### src/sv/mue_pkg.sv
// Morse unit encoder package: types, constants and the character table.
package mue_pkg;

   localparam int MAX_UNITS  = 256;
   localparam int UNIT_CNT_W = $clog2(MAX_UNITS + 1);
   localparam logic [UNIT_CNT_W-1:0] UNIT_CAP      = UNIT_CNT_W'(MAX_UNITS);
   localparam logic [UNIT_CNT_W-1:0] UNIT_CAP_LAST = UNIT_CNT_W'(MAX_UNITS - 1);

   localparam int SYM_MAX   = 5;
   localparam int SYM_CNT_W = $clog2(SYM_MAX + 1);
   localparam int RUN_W     = 2;

   // units still to go in a phase after the current one
   localparam logic [RUN_W-1:0] DASH_EXTRA = 2'd2;
   localparam logic [RUN_W-1:0] GAP_EXTRA  = 2'd1;
   localparam logic [RUN_W-1:0] FOUR_EXTRA = 2'd3;

   localparam logic [7:0] CHAR_SPACE = 8'h20;

   typedef enum logic [2:0] {
      ST_IDLE,
      ST_ON,
      ST_OFF,
      ST_GAP,
      ST_PAUSE
   } mue_state_type;

   typedef enum logic [1:0] {
      KIND_OTHER,
      KIND_SPACE,
      KIND_SYMBOL
   } mue_kind_type;

   typedef enum logic [2:0] {
      RUN_HOLD,
      RUN_DEC,
      RUN_SYM,
      RUN_GAP,
      RUN_FOUR
   } mue_run_op_type;

   // dashes: bit 0 is the first symbol, 1 = dash
   typedef struct packed {
      mue_kind_type         kind;
      logic [SYM_CNT_W-1:0] len;
      logic [SYM_MAX-1:0]   dashes;
   } mue_char_type;

   typedef struct packed {
      logic           load;
      logic           emit;
      logic           unit_on;
      logic           unit_last;
      logic           sym_next;
      mue_run_op_type run_op;
   } mue_cmd_type;

   typedef struct packed {
      mue_kind_type in_kind;
      logic         in_at_cap;
      logic         in_last;
      logic         run_zero;
      logic         more_syms;
      logic         pause;
      logic         cap_next;
      logic         out_free;
   } mue_status_type;

   function automatic mue_char_type sym_pat(logic [SYM_CNT_W-1:0] len,
                                            logic [SYM_MAX-1:0] dashes);
      mue_char_type res;
      res.kind   = KIND_SYMBOL;
      res.len    = len;
      res.dashes = dashes;
      return res;
   endfunction

   function automatic mue_char_type char_lookup(logic [7:0] ch);
      mue_char_type res;
      res.kind   = KIND_OTHER;
      res.len    = '0;
      res.dashes = '0;
      unique case (ch)
         CHAR_SPACE: res.kind = KIND_SPACE;
         8'h41: res = sym_pat(3'd2, 5'b00010); // A
         8'h42: res = sym_pat(3'd4, 5'b00001);
         8'h43: res = sym_pat(3'd4, 5'b00101);
         8'h44: res = sym_pat(3'd3, 5'b00001);
         8'h45: res = sym_pat(3'd1, 5'b00000);
         8'h46: res = sym_pat(3'd4, 5'b00100);
         8'h47: res = sym_pat(3'd3, 5'b00011);
         8'h48: res = sym_pat(3'd4, 5'b00000);
         8'h49: res = sym_pat(3'd2, 5'b00000);
         8'h4A: res = sym_pat(3'd4, 5'b01110);
         8'h4B: res = sym_pat(3'd3, 5'b00101);
         8'h4C: res = sym_pat(3'd4, 5'b00010);
         8'h4D: res = sym_pat(3'd2, 5'b00011);
         8'h4E: res = sym_pat(3'd2, 5'b00001);
         8'h4F: res = sym_pat(3'd3, 5'b00111);
         8'h50: res = sym_pat(3'd4, 5'b00110);
         8'h51: res = sym_pat(3'd4, 5'b01011);
         8'h52: res = sym_pat(3'd3, 5'b00010);
         8'h53: res = sym_pat(3'd3, 5'b00000);
         8'h54: res = sym_pat(3'd1, 5'b00001);
         8'h55: res = sym_pat(3'd3, 5'b00100);
         8'h56: res = sym_pat(3'd4, 5'b01000);
         8'h57: res = sym_pat(3'd3, 5'b00110);
         8'h58: res = sym_pat(3'd4, 5'b01001);
         8'h59: res = sym_pat(3'd4, 5'b01101);
         8'h5A: res = sym_pat(3'd4, 5'b00011); // Z
         8'h30: res = sym_pat(3'd5, 5'b11111); // 0
         8'h31: res = sym_pat(3'd5, 5'b11110);
         8'h32: res = sym_pat(3'd5, 5'b11100);
         8'h33: res = sym_pat(3'd5, 5'b11000);
         8'h34: res = sym_pat(3'd5, 5'b10000);
         8'h35: res = sym_pat(3'd5, 5'b00000);
         8'h36: res = sym_pat(3'd5, 5'b00001);
         8'h37: res = sym_pat(3'd5, 5'b00011);
         8'h38: res = sym_pat(3'd5, 5'b00111);
         8'h39: res = sym_pat(3'd5, 5'b01111); // 9
         default: res.kind = KIND_OTHER;
      endcase
      return res;
   endfunction

endpackage

### src/sv/mue_chan_if.sv
// Valid/ready channel interfaces for message characters and Morse units.
interface mue_req_if (input logic clock);
   logic       valid;
   logic       ready;
   logic [7:0] char_code;
   logic       first_of_message;
   logic       last_of_message;

   modport source (output valid, output char_code, output first_of_message,
                   output last_of_message, input ready);
   modport sink (input valid, input char_code, input first_of_message,
                 input last_of_message, output ready);
endinterface

interface mue_rsp_if (input logic clock);
   logic valid;
   logic ready;
   logic unit_on;
   logic last_unit;

   modport source (output valid, output unit_on, output last_unit, input ready);
   modport sink (input valid, input unit_on, input last_unit, output ready);
endinterface

### src/sv/mue_ctrl.sv
// Morse unit encoder controller: sequences symbol, gap and pause phases.
module mue_ctrl (
   input  logic                   clock,
   input  logic                   reset,
   input  logic                   req_valid,
   output logic                   req_ready,
   input  mue_pkg::mue_status_type status,
   output mue_pkg::mue_cmd_type    cmd
);

   mue_pkg::mue_state_type state_ff, state_in;

   always_ff @(posedge clock) begin
      if (reset) begin
         state_ff <= mue_pkg::ST_IDLE;
      end else begin
         state_ff <= state_in;
      end
   end

   // next state
   always_comb begin
      state_in = state_ff;
      unique case (state_ff)
         mue_pkg::ST_IDLE: begin
            if (req_valid && !status.in_at_cap) begin
               unique case (status.in_kind)
                  mue_pkg::KIND_SYMBOL: state_in = mue_pkg::ST_ON;
                  mue_pkg::KIND_SPACE:  state_in = mue_pkg::ST_GAP;
                  default: state_in = status.in_last ? mue_pkg::ST_PAUSE : mue_pkg::ST_IDLE;
               endcase
            end
         end
         mue_pkg::ST_ON: begin
            if (status.out_free) begin
               priority if (status.cap_next) state_in = mue_pkg::ST_IDLE;
               else if (status.run_zero) state_in = mue_pkg::ST_OFF;
               else state_in = mue_pkg::ST_ON;
            end
         end
         mue_pkg::ST_OFF: begin
            if (status.out_free) begin
               priority if (status.cap_next) state_in = mue_pkg::ST_IDLE;
               else if (status.more_syms) state_in = mue_pkg::ST_ON;
               else state_in = mue_pkg::ST_GAP;
            end
         end
         mue_pkg::ST_GAP: begin
            if (status.out_free) begin
               priority if (status.cap_next) state_in = mue_pkg::ST_IDLE;
               else if (status.run_zero) begin
                  state_in = status.pause ? mue_pkg::ST_PAUSE : mue_pkg::ST_IDLE;
               end
               else state_in = mue_pkg::ST_GAP;
            end
         end
         mue_pkg::ST_PAUSE: begin
            if (status.out_free && (status.cap_next || status.run_zero)) begin
               state_in = mue_pkg::ST_IDLE;
            end
         end
         default: state_in = mue_pkg::ST_IDLE;
      endcase
   end

   // outputs
   always_comb begin
      req_ready     = 1'b0;
      cmd.load      = 1'b0;
      cmd.emit      = 1'b0;
      cmd.unit_on   = 1'b0;
      cmd.unit_last = 1'b0;
      cmd.sym_next  = 1'b0;
      cmd.run_op    = mue_pkg::RUN_HOLD;
      unique case (state_ff)
         mue_pkg::ST_IDLE: begin
            req_ready = 1'b1;
            if (req_valid) begin
               cmd.load = 1'b1;
               unique case (status.in_kind)
                  mue_pkg::KIND_SYMBOL: cmd.run_op = mue_pkg::RUN_SYM;
                  default: cmd.run_op = mue_pkg::RUN_FOUR;
               endcase
            end
         end
         mue_pkg::ST_ON: begin
            if (status.out_free) begin
               cmd.emit      = 1'b1;
               cmd.unit_on   = 1'b1;
               cmd.unit_last = status.cap_next;
               cmd.run_op    = status.run_zero ? mue_pkg::RUN_HOLD : mue_pkg::RUN_DEC;
            end
         end
         mue_pkg::ST_OFF: begin
            if (status.out_free) begin
               cmd.emit      = 1'b1;
               cmd.unit_last = status.cap_next;
               cmd.sym_next  = 1'b1;
               cmd.run_op    = status.more_syms ? mue_pkg::RUN_SYM : mue_pkg::RUN_GAP;
            end
         end
         mue_pkg::ST_GAP: begin
            if (status.out_free) begin
               cmd.emit      = 1'b1;
               cmd.unit_last = status.cap_next || (status.run_zero && !status.pause);
               cmd.run_op    = status.run_zero ? mue_pkg::RUN_FOUR : mue_pkg::RUN_DEC;
            end
         end
         mue_pkg::ST_PAUSE: begin
            if (status.out_free) begin
               cmd.emit      = 1'b1;
               cmd.unit_last = status.cap_next || status.run_zero;
               cmd.run_op    = status.run_zero ? mue_pkg::RUN_HOLD : mue_pkg::RUN_DEC;
            end
         end
         default: ;
      endcase
   end

endmodule

### src/sv/mue_datapath.sv
// Morse unit encoder datapath: pattern, phase and unit counters, output register.
module mue_datapath (
   input  logic                   clock,
   input  logic                   reset,
   input  mue_pkg::mue_cmd_type    cmd,
   output mue_pkg::mue_status_type status,
   input  logic [7:0]             char_code,
   input  logic                   first_of_message,
   input  logic                   last_of_message,
   input  logic                   rsp_ready,
   output logic                   rsp_valid,
   output logic                   unit_on,
   output logic                   last_unit
);

   mue_pkg::mue_char_type pat;

   logic [mue_pkg::SYM_MAX-1:0]    dashes_ff, dashes_in;
   logic [mue_pkg::SYM_CNT_W-1:0]  syms_ff, syms_in;
   logic [mue_pkg::RUN_W-1:0]      run_ff, run_in;
   logic [mue_pkg::UNIT_CNT_W-1:0] count_ff, count_in;
   logic                           pause_ff, pause_in;
   logic                           valid_ff, valid_in;
   logic                           unit_on_ff, unit_on_in;
   logic                           last_unit_ff, last_unit_in;
   logic                           sym_dash;

   assign pat      = mue_pkg::char_lookup(char_code);
   assign sym_dash = cmd.load ? pat.dashes[0] : dashes_ff[1];

   assign status.in_kind   = pat.kind;
   assign status.in_at_cap = !first_of_message && (count_ff == mue_pkg::UNIT_CAP);
   assign status.in_last   = last_of_message;
   assign status.run_zero  = (run_ff == '0);
   assign status.more_syms = (syms_ff > mue_pkg::SYM_CNT_W'(1));
   assign status.pause     = pause_ff;
   assign status.cap_next  = (count_ff == mue_pkg::UNIT_CAP_LAST);
   assign status.out_free  = !valid_ff || rsp_ready;

   always_comb begin
      dashes_in = dashes_ff;
      syms_in   = syms_ff;
      pause_in  = pause_ff;
      count_in  = count_ff;
      run_in    = run_ff;
      if (cmd.load) begin
         dashes_in = pat.dashes;
         syms_in   = pat.len;
         pause_in  = last_of_message;
         if (first_of_message) begin
            count_in = '0;
         end
      end
      if (cmd.sym_next) begin
         dashes_in = dashes_ff >> 1;
         syms_in   = syms_ff - mue_pkg::SYM_CNT_W'(1);
      end
      if (cmd.emit) begin
         count_in = count_ff + mue_pkg::UNIT_CNT_W'(1);
      end
      unique case (cmd.run_op)
         mue_pkg::RUN_HOLD: run_in = run_ff;
         mue_pkg::RUN_DEC:  run_in = run_ff - mue_pkg::RUN_W'(1);
         mue_pkg::RUN_SYM:  run_in = sym_dash ? mue_pkg::DASH_EXTRA : '0;
         mue_pkg::RUN_GAP:  run_in = mue_pkg::GAP_EXTRA;
         mue_pkg::RUN_FOUR: run_in = mue_pkg::FOUR_EXTRA;
         default:           run_in = run_ff;
      endcase
   end

   always_comb begin
      valid_in     = valid_ff && !rsp_ready;
      unit_on_in   = unit_on_ff;
      last_unit_in = last_unit_ff;
      if (cmd.emit) begin
         valid_in     = 1'b1;
         unit_on_in   = cmd.unit_on;
         last_unit_in = cmd.unit_last;
      end
   end

   always_ff @(posedge clock) begin
      if (reset) begin
         syms_ff  <= '0;
         run_ff   <= '0;
         count_ff <= '0;
         pause_ff <= 1'b0;
         valid_ff <= 1'b0;
      end else begin
         syms_ff  <= syms_in;
         run_ff   <= run_in;
         count_ff <= count_in;
         pause_ff <= pause_in;
         valid_ff <= valid_in;
      end
   end

   always_ff @(posedge clock) begin
      dashes_ff    <= dashes_in;
      unit_on_ff   <= unit_on_in;
      last_unit_ff <= last_unit_in;
   end

   assign rsp_valid = valid_ff;
   assign unit_on   = unit_on_ff;
   assign last_unit = last_unit_ff;

endmodule

### src/sv/morse_unit_encoder.sv
// Morse unit encoder top level: controller, datapath and checks.
//
//  channel   modport  beat payload                                      meaning
//  req_chan  sink     char_code, first_of_message, last_of_message    one message character
//  rsp_chan  source   unit_on, last_unit                              one Morse time unit
//
// A character is accepted and then emits its units, the most for a digit of five dashes
// with the message pause, from the phase sequencer at one unit per cycle while rsp_chan
// is not stalled. A new character is taken once the previous one has its last unit
// in the output register. Reset is synchronous and clears the unit counter.
// A stalled rsp_chan holds its beat and freezes the sequencer in its unit phases.
module morse_unit_encoder (
   input  logic      clock,
   input  logic      reset,
   mue_req_if.sink   req_chan,
   mue_rsp_if.source rsp_chan
);

   mue_pkg::mue_cmd_type    cmd;
   mue_pkg::mue_status_type status;

   mue_ctrl u_ctrl (
      .clock     (clock),
      .reset     (reset),
      .req_valid (req_chan.valid),
      .req_ready (req_chan.ready),
      .status    (status),
      .cmd       (cmd)
   );

   mue_datapath u_datapath (
      .clock            (clock),
      .reset            (reset),
      .cmd              (cmd),
      .status           (status),
      .char_code        (req_chan.char_code),
      .first_of_message (req_chan.first_of_message),
      .last_of_message  (req_chan.last_of_message),
      .rsp_ready        (rsp_chan.ready),
      .rsp_valid        (rsp_chan.valid),
      .unit_on          (rsp_chan.unit_on),
      .last_unit        (rsp_chan.last_unit)
   );

   a_emit_needs_room: assert property (@(posedge clock) disable iff (reset)
      cmd.emit |-> status.out_free)
      else $error("unit emitted into a full output register");

   a_cap_marks_last: assert property (@(posedge clock) disable iff (reset)
      (cmd.emit && status.cap_next) |-> cmd.unit_last)
      else $error("unit reaching the cap not marked last");

   a_last_ends_item: assert property (@(posedge clock) disable iff (reset)
      (cmd.emit && cmd.unit_last) |=> !cmd.emit)
      else $error("unit emitted after the last unit of a character");

   a_capped_item_silent: assert property (@(posedge clock) disable iff (reset)
      (cmd.load && status.in_at_cap) |=> !cmd.emit)
      else $error("unit emitted for a character past the cap");

endmodule
### src/flat_wrapper.sv
// flat-port wrapper written by rule: the top's interface ports become plain ports
module morse_unit_encoder_flat 
  (clock, reset, req_chan_valid, req_chan_char_code, req_chan_first_of_message, req_chan_last_of_message, req_chan_ready, rsp_chan_valid, rsp_chan_unit_on, rsp_chan_last_unit, rsp_chan_ready);
  mue_req_if req_chan_i (.clock(clock));
  mue_rsp_if rsp_chan_i (.clock(clock));
  input  logic clock;
  input  logic reset;
  input wire logic [$bits(req_chan_i.valid)-1:0] req_chan_valid;
  input wire logic [$bits(req_chan_i.char_code)-1:0] req_chan_char_code;
  input wire logic [$bits(req_chan_i.first_of_message)-1:0] req_chan_first_of_message;
  input wire logic [$bits(req_chan_i.last_of_message)-1:0] req_chan_last_of_message;
  output wire logic [$bits(req_chan_i.ready)-1:0] req_chan_ready;
  output wire logic [$bits(rsp_chan_i.valid)-1:0] rsp_chan_valid;
  output wire logic [$bits(rsp_chan_i.unit_on)-1:0] rsp_chan_unit_on;
  output wire logic [$bits(rsp_chan_i.last_unit)-1:0] rsp_chan_last_unit;
  input wire logic [$bits(rsp_chan_i.ready)-1:0] rsp_chan_ready;
  assign req_chan_i.valid = req_chan_valid;
  assign req_chan_i.char_code = req_chan_char_code;
  assign req_chan_i.first_of_message = req_chan_first_of_message;
  assign req_chan_i.last_of_message = req_chan_last_of_message;
  assign req_chan_ready = req_chan_i.ready;
  assign rsp_chan_valid = rsp_chan_i.valid;
  assign rsp_chan_unit_on = rsp_chan_i.unit_on;
  assign rsp_chan_last_unit = rsp_chan_i.last_unit;
  assign rsp_chan_i.ready = rsp_chan_ready;
  morse_unit_encoder u_core (.clock(clock), .reset(reset), .req_chan(req_chan_i), .rsp_chan(rsp_chan_i));
endmodule
### config.mk
export PLATFORM = sky130hd
export DESIGN_NAME = morse_unit_encoder_flat
export DESIGN_NICKNAME = d
export VERILOG_FILES = /design/src/sv/mue_pkg.sv /design/src/sv/mue_chan_if.sv /design/src/sv/mue_ctrl.sv /design/src/sv/mue_datapath.sv /design/src/sv/morse_unit_encoder.sv /design/src/flat_wrapper.sv
export SDC_FILE = /design/constraint.sdc
export NUM_CORES = 1
export LEC_CHECK = 0
export ABC_CLOCK_PERIOD_IN_PS = 2900
export BUFFER_PORTS_ARGS = -buffer_cell sky130_fd_sc_hd__buf_2
export CAP_MARGIN = 30
export CORE_MARGIN = 2
export CORE_UTILIZATION = 62
export CTS_BUF_LIST = sky130_fd_sc_hd__clkbuf_8
export DETAILED_ROUTE_END_ITERATION = 6
export PLACE_DENSITY = 0.82
export SLEW_MARGIN = 10
export SYNTH_ARGS = -nofsm -noshare
export SYNTH_HDL_FRONTEND = slang
export SYNTH_SLANG_ARGS = --single-unit
### constraint.sdc
create_clock -name clock -period 2.9 [get_ports clock]
set_input_delay 0.87 -clock clock [delete_from_list [all_inputs] [get_ports clock]]
set_output_delay 0.87 -clock clock [all_outputs]
set_load 0.02 [all_outputs]
[Word-level counts from Yosys, hierarchy flattened]
Index checks and enable logic that the tools add are counted.
Storage, ports and cells
  flip-flop bits (word level): 26
  input bits: 14
  output and inout bits: 4
  word-level logic and storage cells: 139
Cells by class
  add/sub/neg operators: 3
  order comparisons: 1
  equality and inequality tests: 54
  muxes and demuxes: 47
  reduce and logical (&&, ||, !) cells: 24
Operators with widths (count)
  $pmux 8 s36: 1
  $eq 8x7->1 const B: 26
  $eq 8x6->1 const B: 11
  $mux 3: 16
  $reduce_or 36->1: 1
  $mux 9: 3
  $pmux 3 s5: 1
  $eq 3x2->1 const B: 4
  $mux 1: 12
  $pmux 3 s4: 1
  $mux 2: 5
  $ne 2x2->1 const B: 5
  $add 9x1->9 const B: 1
  $eq 9x8->1 const B: 1
  $eq 9x9->1 const B: 1
  $mux 4: 2
  $pmux 2 s4: 1
  $eq 3x1->1 const B: 2
  $eq 3x3->1 const B: 2
  $pmux 3 s2: 1
  $reduce_bool 2->1: 3
  $logic_and 1x1->1: 5
  $logic_not 1->1: 5
  $mux 5: 1
  other kinds (16): 18

[Depth between registers and ports, before layout]
Gate-level depths: netlist of run 1.
  word-level depth: 9
  depth in mapped cells: 11
  gate-level depth less buffers: 10

[By module]
A second synthesis of run 1 with hierarchy kept.
Unflattened totals
  cells, all modules: 302
  area, all modules: 2308.5 sq um
Modules (own cells, without submodules)
  mue_datapath: times used 1, cells an instance 240, area each 1845.5 sq um, seq. area each 490.5 sq um
  mue_ctrl: times used 1, cells an instance 62, area each 462.9 sq um, seq. area each 60.1 sq um

[Worst setup path after synthesis of run 1]
OpenSTA, ideal clock, no wires.
  path kind: input to register
  from: input port req_chan_char_code[3]
  to: register u_core.u_ctrl.state_ff[0]
  library setup time: 119 ps
  arrival: 2514 ps
  required time: 2781 ps
  setup slack: 267 ps
  cell stages on the path: 10
  buffers on the path: 2
  cells stage by stage: buf_2 > clkbuf_1 > nor3_1 > a21oi_1 > nor2_1 > o221a_2 > ha_1 > nor2b_1 > a211oi_1 > o221a_2
On the way
  longest elaborated chain between the ends: 7
  elaborated cells on any way between the ends: 44
  classes of those cells: 39 x eq/ne; 4 x mux; 1 x reduce/logical
Ends and longest elaborated chain
  start, declared: line flat_wrapper.sv:9  | input wire logic [$bits(req_chan_i.char_code)-1:0] req_chan_char_code;
  $eq 8x6->1 or $eq 8x7->1 (tied branches): line mue_pkg.sv:83  | unique case (ch)
  $reduce_or 36->1 (no source line)
  $pmux 2 s2 *: line mue_pkg.sv:83
  $eq 2x1->1 or $eq 2x2->1 (tied branches): line mue_ctrl.sv:27  | unique case (status.in_kind)
  $pmux 3 s2 *: line mue_ctrl.sv:27
  $mux 3 *: line mue_ctrl.sv:26  | if (req_valid && !status.in_at_cap) begin
  $pmux 3 s5 *: line mue_ctrl.sv:24  | unique case (state_ff)
  end signal, assigned: line mue_ctrl.sv:15  | state_ff <= mue_pkg::ST_IDLE;
  end signal, assigned: line mue_ctrl.sv:17  | state_ff <= state_in;
  end, declared: line mue_ctrl.sv:11  | mue_pkg::mue_state_type state_ff, state_in;
Every way passes the cells marked *; elsewhere a longest branch is shown, timed or not. The select of a mux whose other input is x is not followed.
A chain may end at the register's enable or synchronous reset.

[Worst setup path after layout of run 1]
  from: input port req_chan_char_code[2]
  to: register u_core.u_ctrl.state_ff[2]
Same word-level chain as after synthesis.

==> run_results.csv, run 1 <==
group,metric,value,unit
outcome,outcome,"finished, final reports clean",
global_routing,overflow,0,
hold_path,hold_depth,2,
cells_and_area,fin_nets,332,
worst_setup_path,path_class,"in -> reg",
cts,cts_tree,"yes",
synthesis,ys_seq_elements,25,
worst_setup_path,crit_top_cell,"nand2_1",
drt,drc_errors,0,
cells_and_area,n_antenna_cell,0,
global_routing,grt_max_degree,22,
worst_setup_path,crit_path_end,"u_core.u_ctrl.state_ff[2]",
job,maxCapViolCount,0,
power_and_ir_drop,p_int,0.000921,W
synthesis,syn-num-nets,316,
worst_setup_path,endpoint_kind,"register",
placement,port_buffers,17,
power_and_ir_drop,ir_worst_vdd,0.000476,V
worst_setup_path,path_cells,"buf_2, nor2b_1, nand2_1, nand2_1, nand3_1, o221a_2, ha_1, a31oi_1, or3_1, a21oi_1",
cells_and_area,final_layout_size_suffix_gt1_share,16.8,%
worst_setup_path,path_delay_family,"simple AND/OR/NAND/NOR gates",
power_and_ir_drop,p_sw,0.000751,W
worst_setup_path,r2r_start,"u_core.u_datapath.count_ff[0]",
worst_setup_path,startpoint,"req_chan_char_code[2]",
worst_setup_path,cp_num_cells,10,
sta,rsz0062_at_grt,"false",
drt,ant_nets,0,
worst_setup_path,r2r_setup_slack,500,ps
cts,clk_path_buf_depth,2,
cts,cts.repair.resized,0,
synthesis,yosys.area.top_type_share,18.2,%
hold_path,min_path_type,"reg -> reg",
placement,place_inst,351,
floorplanning,core_area,3360,µm²
worst_setup_path,rr_endpoint,"u_core.u_ctrl.state_ff[2]",
worst_setup_path,cp_slowest_cell,"or3_1",
worst_setup_path,critPathLaunchType,"primary input",
floorplanning,die-height,63.5,µm
sta,setup_viol,0,
cts,cts_inserted_buffers,3,
cts,cts-hold-fix-buffers,0,
worst_setup_path,max_stage_delay,320,ps
sta,fin_worst_skew,6.84,ps
placement,dpl.hpwl,4110,µm
cts,cts-root-buf,"clkbuf_8",
power_and_ir_drop,p_per_area,699,nW/µm²
power_and_ir_drop,p_seq_share,34.6,%
cells_and_area,design_area,2390,µm²
sta,finalMaxSlewViolations,0,
sta,post-route-period-util,85.2,%
sta,fin_tns_setup,0,ps
sta,worst_pin_slew,579,ps
floorplanning,row_count,21,
worst_setup_path,r2r_cells,9,
global_routing,grt_pass1_vias,2066,
worst_setup_path,critPathBufInv,1,
synthesis,avgSynthCellArea,7.47,µm²
cts,insertion_delay,270,ps
power_and_ir_drop,leakage,0.858,nW
synthesis,synth_edf_count,5,
placement,post_dp_cell_area,2350,µm²
global_routing,grt_first_pass_wirelength,9640,µm
cells_and_area,mostFrequentLayoutCell,"a21oi_1",
worst_setup_path,cp_max_fo,15,
synthesis,postSynth.asyncResetShare,0,%
cts,numClockSinks,25,
power_and_ir_drop,power_frac_comb,53.5,%
worst_setup_path,crit_arrival,2670,ps
sta,post-route-min-period,2470,ps
cts,htree_levels,1,
synthesis,yosys-top-cells-area,"dfxtp_1 (18%), a21oi_1 (7.5%), edfxtp_1 (6.8%)",
synthesis,synth_top_area_cell,"dfxtp_1",
sta,hold_viol,0,
floorplanning,die_area,4030,µm²
worst_setup_path,cp.required,3100,ps
power_and_ir_drop,power.clock.fraction,11.9,%
floorplanning,num_io_pins,18,
synthesis,yosysSeqAreaShare,25.1,%
sta,fmax,405,MHz
cells_and_area,area_growth,9.00,%
sta,slew_headroom,61.3,%
drt,wl_per_cell,15.8,µm
cells_and_area,post-route-util,71.2,%
synthesis,syn-cell-area,2200,µm²
drt,drt_wl_total,5620,µm
cts,post_cts_buffers,0,
global_routing,grt_usage,29.5,%
drt,first_pass_iters,5,
synthesis,synthCells,294,
floorplanning,initial_core_util,65.3,%
drt,num_vias,2339,
cts,clk_pin_slew,90,ps
cells_and_area,layout_common_cells,"a21oi_1 (33), nor2_1 (25), nand2_1 (24)",
drt,drt_iter0_drc,251,
synthesis,yosysUniqueCellTypes,63,
floorplanning,die_x,63.5,µm
power_and_ir_drop,switching_share,44.9,%
synthesis,yosys_warnings,0,
cells_and_area,instances_no_fill,355,
placement,gp_congestion,0.977,
drt,post_drt_via_cell_ratio,6.59,
global_routing,antenna_found_initial,0,
synthesis,ys.flop_type,"dfxtp_1",
cells_and_area,n_fill_cell,314,
## layout make-up
type / count / area (µm²) / share of cell area, %
tap: 46 / 57.6 / 2.40
timing repair buffer: 32 / 198 / 8.26
multi-input combinational: 235 / 1490 / 62.4
sequential: 25 / 551 / 23.0
clock inverter: 1 / 3.75 / 0.157
clock buffer: 3 / 41.3 / 1.73
inverter: 13 / 48.8 / 2.04
## how the worst min path moves through the flow
stage                              startpoint                              to
3_5_place_dp   u_core.u_datapath.dashes_ff[4]  u_core.u_datapath.dashes_ff[4]
3_3_place_gp   u_core.u_datapath.dashes_ff[4]  u_core.u_datapath.dashes_ff[4]
5_1_grt        u_core.u_datapath.dashes_ff[4]  u_core.u_datapath.dashes_ff[4]
2_1_floorplan  u_core.u_datapath.dashes_ff[4]  u_core.u_datapath.dashes_ff[4]
4_1_cts        u_core.u_datapath.dashes_ff[4]  u_core.u_datapath.dashes_ff[4]
6_report       u_core.u_datapath.dashes_ff[4]  u_core.u_datapath.dashes_ff[4]
## stage by stage
step / hold slack [ps] / worst slack, ps / total power, W
floorplan: 432 / 267 / 0.00123
global placement: 442 / 285 / 0.00143
detailed placement: 454 / 207 / 0.00146
CTS: 468 / 488 / 0.00166
global route: 489 / 284 / 0.00180
finish: 468 / 429 / 0.00167
## tightest hold or removal path: stages (launching register included)
cell,delay [ps]
dfxtp_1,320
nand2_1,50
a21oi_1,50
## kinds of logic after synthesis
| logic type | count (synthesis) | share of synthesized area, % |
|---|---|---|
| and+or+nand+nor | 120 | 30.6 |
| AOI/OAI and AO/OA | 102 | 30.6 |
| buffers and inverters | 34 | 6.89 |
| DFF | 25 | 25.1 |
| adders and majority gates | 8 | 4.56 |
| muxes | 3 | 1.48 |
| xor gates and xnor gates | 2 | 0.798 |
## per-layer routing
metal,wire [µm],vias to the layer above,global-route usage [%],share of wire [%]
met1,2530,1068,41.5,45
met2,2470,122,46.8,44
met4,101,0,7.61,1.8
met5,0,-,0,0
met3,520,15,4.82,9.3
li1,-,1134,-,-
## cells in the mapped netlist, types with 2 or more instances
library cell  count
a21oi_1          33
nor2_1           25
nand2_1          24
dfxtp_1          20
o21ai_0          20
buf_2            13
inv_1            12
nand3_1          11
nor2b_1           9
ha_1              8
a31oi_1           7
clkbuf_1          6
nand2b_1          6
or3_1             6
a211oi_1          5
and3_1            5
edfxtp_1          5
nor3_1            5
a22oi_1           4
nand3b_1          4
nand4_1           4
o21ai_1           4
nor4_1            3
nor4b_1           3
nor4b_2           3
o31ai_1           3
a221oi_1          2
a311oi_1          2
and2_1            2
nor4bb_1          2
o211ai_1          2
o21bai_1          2
o221a_2           2
o311ai_0          2
xor2_1            2
## state kept, by name, summed over array words and instances (netlist names)
name                         count
u_core.u_datapath.dashes_ff      4
u_core.u_datapath.unit_on        1
u_core.u_datapath.run_ff         2
u_core.u_datapath.last_unit      1
u_core.u_datapath.syms_ff        3
u_core.u_datapath.count_ff       9
u_core.u_datapath.rsp_valid      1
u_core.u_ctrl.state_ff           3
u_core.u_datapath.pause_ff       1
## power by group through the flow
stage / logic [W] / registers, W / clock network, W
2_1_floorplan: 0.000672 / 0.000563 / 0
3_3_place_gp: 0.000855 / 0.000576 / 0
3_5_place_dp: 0.000876 / 0.000586 / 0
4_1_cts: 0.000883 / 0.000576 / 0.000203
5_1_grt: 0.000992 / 0.000595 / 0.000218
6_report: 0.000894 / 0.000579 / 0.000199
Power figures use the tool's default switching activity.
==> inputs of run 2 (changes only) <==
--- a/config.mk
+++ b/config.mk
@@ -13,7 +13,7 @@
 export CTS_BUF_LIST = sky130_fd_sc_hd__clkbuf_8
 export DETAILED_ROUTE_END_ITERATION = 6
 export PLACE_DENSITY = 0.82
-export SLEW_MARGIN = 10
+export SETUP_SLACK_MARGIN = 0.5
 export SYNTH_ARGS = -nofsm -noshare
 export SYNTH_HDL_FRONTEND = slang
 export SYNTH_SLANG_ARGS = --single-unit
==> run 2 against run 1 <==
  * Count of clock-buffer cells in the layout stayed put
  * Cell count is 0.56% higher
  * Sequential share of layout area is 0.96 points lower
  * Power is 2.5% higher
  * Clock skew hardly changed
  * Routed wire length is 3.0% higher
  * Register-to-register slack better by 170 ps
  * First-iteration DRC count is 7.2% lower
  * Global-route usage is 0.84 points lower
  * Critical path type is now reg -> out
  * Hold slack worse by 3.7 ps
  * Core utilization is 3.1 points higher
==> run_results.csv, run 2 (synthesis gave the netlist of run 1 again) <==
group,metric,value,unit
worst_setup_path,crit_arrival,1450,ps
sta,post-route-min-period,2320,ps
sta,fin_tns_setup,0,ps
global_routing,grt_max_degree,25,
floorplanning,initial_core_util,65.3,%
global_routing,grt_pass1_vias,1976,
placement,place_inst,352,
cells_and_area,instances_no_fill,357,
sta,finalMaxSlewViolations,0,
worst_setup_path,cp_max_fo,17,
cts,numClockSinks,25,
floorplanning,die_area,4030,µm²
drt,drc_errors,0,
cts,cts_tree,"yes",
worst_setup_path,endpoint_kind,"output pin",
cts,cts-root-buf,"clkbuf_8",
drt,post_drt_via_cell_ratio,6.55,
global_routing,antenna_found_initial,0,
floorplanning,num_io_pins,18,
cts,clk_pin_slew,90,ps
cts,htree_levels,1,
sta,fin_hold_ws,465,ps
cells_and_area,reg_top3,"u_core.u_datapath.count_ff: 9 flops, u_core.u_datapath.dashes_ff: 4 flops",
drt,drt_iter0_drc,233,
power_and_ir_drop,ir_worst_vdd,0.000487,V
cells_and_area,layout_common_cells,"a21oi_1 (32), nand2_1 (24), nor2_1 (24)",
drt,drt_wl_total,5790,µm
power_and_ir_drop,power,0.00171,W
power_and_ir_drop,leakage,0.886,nW
worst_setup_path,path_class,"reg -> out",
drt,ant_nets,0,
global_routing,grt_usage,28.7,%
job,maxCapViolCount,0,
drt,num_vias,2338,
global_routing,overflow,0,
floorplanning,die_x,63.5,µm
cells_and_area,fin_nets,334,
cells_and_area,post-route-util,74.3,%
cells_and_area,n_fill_cell,282,
outcome,outcome,"finished, final reports clean",
sta,fmax,431,MHz
placement,gp_congestion,0.942,
cells_and_area,largest_reg_flops,9,
sta,worst_pin_slew,763,ps
hold_path,min_path_type,"reg -> reg",
worst_setup_path,critPathLaunchType,"register",
cells_and_area,top_register,"u_core.u_datapath.count_ff",
floorplanning,die-height,63.5,µm
cts,insertion_delay,270,ps
cells_and_area,n_antenna_cell,0,
sta,rsz0062_at_grt,"false",
cts,clk_path_buf_depth,2,
power_and_ir_drop,p_per_area,686,nW/µm²
floorplanning,core_area,3360,µm²
sta,slew_headroom,48.7,%
sta,post-route-period-util,79.9,%
sta,setup_viol,0,
drt,wl_per_cell,16.2,µm
placement,dpl.hpwl,4150,µm
worst_setup_path,cp.required,2030,ps
sta,hold_viol,0,
sta,fin_worst_skew,7.13,ps
cts,cts_inserted_buffers,3,
cells_and_area,final_layout_size_suffix_gt1_share,21.9,%
cells_and_area,area_growth,13.7,%
floorplanning,row_count,21,
global_routing,grt_first_pass_wirelength,9380,µm
placement,port_buffers,17,
cells_and_area,mostFrequentLayoutCell,"a21oi_1",
drt,first_pass_iters,5,
-- run 2: worst max-delay path, cell delays in order (launching register included) --
cell and delay (ps):
dfxtp_1 520, or3_1 450, inv_1 60, buf_2 150
-- run 2: worst paths after layout --
path / startpoint / to / slack (ps) / cells after the start
setup / recovery: u_core.u_ctrl.state_ff[0] / req_chan_ready / 580 / 3
hold / removal: u_core.u_datapath.dashes_ff[4] / u_core.u_datapath.dashes_ff[4] / 460 / 2
setup reg to reg: u_core.u_datapath.count_ff[0] / u_core.u_ctrl.state_ff[2] / 670 / 9
hold reg to reg: u_core.u_datapath.dashes_ff[4] / u_core.u_datapath.dashes_ff[4] / 460 / 2
-- run 2: cell type report --
cell class	instances	area (µm²)	area share, %
clock buffer	3	41.3	1.65
multi-input combinational	235	1560	62.5
timing repair buffer	34	234	9.37
clock inverter	1	5.00	0.200
sequential	25	551	22.0
tap	46	57.6	2.30
inverter	13	48.8	1.95
-- run 2: timing repair --
| item | 4_1_cts | 5_1_grt |
|---|---|---|
| pin swaps | 0 | 2 |
| buffers inserted | 0 | 1 |
| gates cloned | 0 | 0 |
| endpoints found under the setup margin | 2 | 4 |
| gates resized for setup | 2 | 13 |
| hold buffers | 0 | 0 |
-- run 2: report_power, final --
group	internal, W	total, W	switching (W)
combinational	0.000364	0.000921	0.000557
sequential	0.000473	0.000587	0.000115
clock	0.0000960	0.000205	0.000109
total	0.000933	0.00171	0.000781
-- run 2: through the flow --
stage	setup WS, ps	area, µm²
3_3_place_gp	281	2400
2_1_floorplan	448	2300
6_report	582	2500
3_5_place_dp	194	2400
5_1_grt	474	2500
4_1_cts	523	2450
-- run 2: per-layer routing --
layer  GRT usage (%)  wire (µm)  vias up
li1                -          -     1137
met1            44.0       2700     1080
met2            42.6       2560      115
met3            3.75        465        6
met4            5.98         57        0
met5               0          0        -
==> inputs of run 3 (changes only) <==
--- a/config.mk
+++ b/config.mk
@@ -5,14 +5,14 @@
 export SDC_FILE = /design/constraint.sdc
 export NUM_CORES = 1
 export LEC_CHECK = 0
-export ABC_CLOCK_PERIOD_IN_PS = 2900
+export ABC_CLOCK_PERIOD_IN_PS = 2100
 export BUFFER_PORTS_ARGS = -buffer_cell sky130_fd_sc_hd__buf_2
 export CAP_MARGIN = 30
 export CORE_MARGIN = 2
-export CORE_UTILIZATION = 62
+export CORE_UTILIZATION = 56
 export CTS_BUF_LIST = sky130_fd_sc_hd__clkbuf_8
 export DETAILED_ROUTE_END_ITERATION = 6
-export PLACE_DENSITY = 0.82
+export PLACE_DENSITY = 0.78
 export SETUP_SLACK_MARGIN = 0.5
 export SYNTH_ARGS = -nofsm -noshare
 export SYNTH_HDL_FRONTEND = slang
==> constraint.sdc (replaced) <==
create_clock -name clock -period 2.1 [get_ports clock]
set_input_delay 0.63 -clock clock [delete_from_list [all_inputs] [get_ports clock]]
set_output_delay 0.63 -clock clock [all_outputs]
set_load 0.02 [all_outputs]
==> run 3 against run 2 <==
  * The run now fails in 5_1_grt
  * Synthesized area unchanged
  * Synthesized cell count unchanged
==> run_results.csv, run 3 <==
group,metric,value,unit
synthesis,syn-cell-area,2200,µm²
synthesis,yosysUniqueCellTypes,63,
synthesis,postSynth.asyncResetShare,0,%
floorplanning,num_io_pins,18,
sta,grt-worst-endpoint,"u_core.u_ctrl.state_ff[2]$_SDFFE_PP0P_/D",
floorplanning,die-height,66.6,µm
global_routing,grt_max_degree,20,
outcome,outcome,"aborted with a tool error",
cts,numClockSinks,25,
placement,post_dp_cell_area,2720,µm²
synthesis,synth_commonest_cells,"a21oi_1 (33), nor2_1 (25), nand2_1 (24)",
synthesis,yosys.area.top_type_share,18.2,%
synthesis,yosysSeqAreaShare,25.1,%
floorplanning,die_x,66.6,µm
global_routing,grt_usage,67.4,%
outcome,tool.error,"[ERROR GRT-0232] Routing congestion too high. Check the congestion heatmap in the GUI.",
synthesis,synth_most_common_cell,"a21oi_1",
cts,cts_inserted_buffers,3,
synthesis,synth_edf_count,5,
floorplanning,row_count,22,
sta,worst-ep-kind,"register input",
synthesis,synthCells,294,
global_routing,overflow,1,
floorplanning,initial_core_util,59.1,%
synthesis,synth_top_area_cell,"dfxtp_1",
cts,cts-hold-fix-buffers,0,
cts,cts-root-buf,"clkbuf_8",
synthesis,yosys_warnings,0,
synthesis,syn-num-nets,316,
placement,port_buffers,17,
cts,clk_path_buf_depth,2,
synthesis,ys_seq_elements,25,
outcome,failing_step,"5_1_grt",
placement,gp_congestion,0.956,
placement,dpl.hpwl,4910,µm
placement,place_inst,386,
synthesis,ys.flop_type,"dfxtp_1",
cts,htree_levels,1,
synthesis,avgSynthCellArea,7.47,µm²
synthesis,yosys-top-cells-area,"dfxtp_1 (18%), a21oi_1 (7.5%), edfxtp_1 (6.8%)",
run 3: cell counts after synthesis:
Identical to the previous run, type by type.
run 3: cells by family after synthesis:
logic type / count (synthesis) / synth area share (%)
AOI/OAI and AO/OA: 102 / 30.6
muxes: 3 / 1.48
buffers and inverters: 34 / 6.89
adders and majority gates: 8 / 4.56
DFF: 25 / 25.1
xor gates and xnor gates: 2 / 0.798
and+or+nand+nor: 120 / 30.6
run 3: per-stage QoR:
step           utilization [%]  setup slack, ps  setup TNS (ps)
2_1_floorplan                -            -88.3            -247
3_3_place_gp              73.3             -198            -653
3_5_place_dp              73.3             -202            -755
4_1_cts                   84.6             63.5               0
run 3: metal layers:
metal  track usage, %  overflow
met3             50.7         0
met1             70.6         0
met2             85.4         1
met5             9.72         0
met4             58.9         0
run 3: repair_timing:
action                                  in CTS
resized for setup                           57
buffers inserted                            15
endpoints found under the setup margin      25
pin swaps                                   25
==> inputs of run 4 (changes only) <==
--- a/config.mk
+++ b/config.mk
@@ -5,15 +5,13 @@
 export SDC_FILE = /design/constraint.sdc
 export NUM_CORES = 1
 export LEC_CHECK = 0
-export ABC_CLOCK_PERIOD_IN_PS = 2100
+export ABC_CLOCK_PERIOD_IN_PS = 2750
 export BUFFER_PORTS_ARGS = -buffer_cell sky130_fd_sc_hd__buf_2
 export CAP_MARGIN = 30
 export CORE_MARGIN = 2
-export CORE_UTILIZATION = 56
-export CTS_BUF_LIST = sky130_fd_sc_hd__clkbuf_8
+export CORE_UTILIZATION = 40
 export DETAILED_ROUTE_END_ITERATION = 6
-export PLACE_DENSITY = 0.78
-export SETUP_SLACK_MARGIN = 0.5
+export PLACE_DENSITY_LB_ADDON = 0.15
 export SYNTH_ARGS = -nofsm -noshare
 export SYNTH_HDL_FRONTEND = slang
 export SYNTH_SLANG_ARGS = --single-unit
==> constraint.sdc (replaced) <==
create_clock -name clock -period 2.75 [get_ports clock]
set_input_delay 0.825 -clock clock [delete_from_list [all_inputs] [get_ports clock]]
set_output_delay 0.825 -clock clock [all_outputs]
set_load 0.02 [all_outputs]
==> run 4 against run 3 <==
  * The flow now finishes without violations
==> run_results.csv, run 4 (synthesis gave the netlist of run 1 again) <==
group,metric,value,unit
drt,ant_nets,0,
power_and_ir_drop,switching_share,44.4,%
drt,wl_per_cell,15.0,µm
power_and_ir_drop,leakage,0.872,nW
power_and_ir_drop,p_sw,0.000790,W
power_and_ir_drop,p_int,0.000988,W
cells_and_area,mostFrequentLayoutCell,"a21oi_1",
power_and_ir_drop,ir_worst_vdd,0.000370,V
power_and_ir_drop,power_frac_comb,53.3,%
hold_path,min_path_type,"reg -> reg",
sta,rsz0062_at_grt,"false",
power_and_ir_drop,power.clock.fraction,12.7,%
global_routing,grt_usage,19.4,%
sta,fmax,425,MHz
floorplanning,die-height,78.1,µm
job,maxCapViolCount,0,
drt,drt_wl_total,5760,µm
drt,first_pass_iters,4,
cts,post_cts_buffers,0,
global_routing,antenna_found_initial,0,
cells_and_area,reg_top3,"u_core.u_datapath.count_ff: 9 flops, u_core.u_datapath.dashes_ff: 4 flops",
cells_and_area,final_layout_size_suffix_gt1_share,18.2,%
cells_and_area,largest_reg_flops,9,
sta,fin_tns_setup,0,ps
placement,dp_slack,150,ps
power_and_ir_drop,p_per_area,724,nW/µm²
sta,hold_viol,0,
sta,worst_pin_slew,562,ps
cells_and_area,fin_nets,336,
outcome,outcome,"finished, final reports clean",
cts,numClockSinks,25,
placement,gp_congestion,0.906,
drt,num_vias,2275,
floorplanning,die_x,78.1,µm
cts,cts_inserted_buffers,3,
cts,insertion_delay,270,ps
cts,cts_tree,"yes",
sta,setup_viol,0,
global_routing,overflow,0,
worst_setup_path,endpoint_kind,"register",
sta,slew_headroom,62.5,%
cells_and_area,area_growth,11.9,%
sta,post-route-min-period,2350,ps
worst_setup_path,path_cells,"ha_1, and3_1, and3_1, and3_1, ha_1, nor4bb_1, a31oi_1, or3_1, a21oi_1",
drt,drc_errors,0,
sta,worst_slack,397,ps
cts,clk_pin_slew,90,ps
floorplanning,core_area,5200,µm²
worst_setup_path,path_delay_family,"simple AND/OR/NAND/NOR gates",
floorplanning,row_count,26,
cts,cts.repair.resized,0,
placement,dpl.hpwl,4240,µm
cts,cts-root-buf,"clkbuf_8",
global_routing,grt_max_degree,22,
drt,post_drt_via_cell_ratio,5.94,
floorplanning,initial_core_util,42.2,%
worst_setup_path,critPathBufInv,0,
power_and_ir_drop,p_seq_share,34.0,%
cells_and_area,n_fill_cell,541,
floorplanning,die_area,6100,µm²
cts,htree_levels,1,
cells_and_area,top_register,"u_core.u_datapath.count_ff",
global_routing,grt_first_pass_wirelength,9710,µm
worst_setup_path,max_stage_delay,360,ps
sta,post-route-period-util,85.6,%
cts,clk_path_buf_depth,2,
worst_setup_path,crit_arrival,2550,ps
worst_setup_path,cp_slowest_cell,"dfxtp_1",
global_routing,grt_pass1_vias,2056,
placement,port_buffers,17,
worst_setup_path,critPathLaunchType,"register",
cells_and_area,layout_common_cells,"a21oi_1 (33), nor2_1 (25), nand2_1 (24)",
sta,fin_worst_skew,2.30,ps
worst_setup_path,cp_max_fo,8,
drt,drt_iter0_drc,107,
sta,finalMaxSlewViolations,0,
worst_setup_path,cp.required,2950,ps
floorplanning,num_io_pins,18,
worst_setup_path,crit_top_cell,"and3_1",
cells_and_area,n_antenna_cell,0,
worst_setup_path,path_class,"reg -> reg",
cts,cts-hold-fix-buffers,0,
run 4: path summary, 6_finish.rpt:
check                                                     from                              to  slack (ps)  cells past startpoint
worst max-delay path             u_core.u_datapath.count_ff[0]       u_core.u_ctrl.state_ff[2]         400                      9
worst min-delay path            u_core.u_datapath.dashes_ff[4]  u_core.u_datapath.dashes_ff[4]         460                      2
worst max register to register   u_core.u_datapath.count_ff[0]       u_core.u_ctrl.state_ff[2]         400                      9
worst min register to register  u_core.u_datapath.dashes_ff[4]  u_core.u_datapath.dashes_ff[4]         460                      2
run 4: layout make-up:
class	count	area, µm²	area share, %
Clock buffer	3	41.3	1.68
Tap cell	70	87.6	3.56
Sequential cell	25	551	22.4
Inverter	13	48.8	1.99
Multi-Input combinational cell	235	1490	60.8
Clock inverter	1	7.51	0.305
Timing Repair Buffer	36	228	9.27
run 4: worst reg2reg max path, stage by stage (launching register included):
cell	delay, ps
dfxtp_1	360
ha_1	240
and3_1	210
and3_1	200
and3_1	190
ha_1	270
nor4bb_1	320
a31oi_1	50
or3_1	300
a21oi_1	140
run 4: layer usage:
layer | global-route usage, % | wire length, µm | vias up
li1 | - | - | 1143
met3 | 2.53 | 327 | 2
met1 | 27.1 | 2710 | 1052
met4 | 6.14 | 38 | 0
met5 | 0 | 0 | -
met2 | 31.2 | 2690 | 78
run 4: power groups by stage:
stage                     clock [W]  sequential (W)  combinational, W
after floorplan                   0        0.000594          0.000709
after global routing       0.000251        0.000622           0.00106
after global placement            0        0.000611          0.000946
after CTS                  0.000237        0.000604          0.000949
final                      0.000226        0.000605          0.000948
after detailed placement          0        0.000613          0.000944
run 4: per-stage QoR:
step / power [W] / area [µm²] / hold slack, ps / util, % / std cells
4_1_cts: 0.00179 / 2460 / 467 / 47.2 / 383
6_report: 0.00178 / 2460 / 465 / 47.2 / 383
2_1_floorplan: 0.00130 / 2200 / 432 / - / 294
3_5_place_dp: 0.00156 / 2410 / 452 / 46.3 / 379
5_1_grt: 0.00193 / 2460 / 495 / 47.2 / 383
3_3_place_gp: 0.00156 / 2410 / 439 / 46.3 / 379
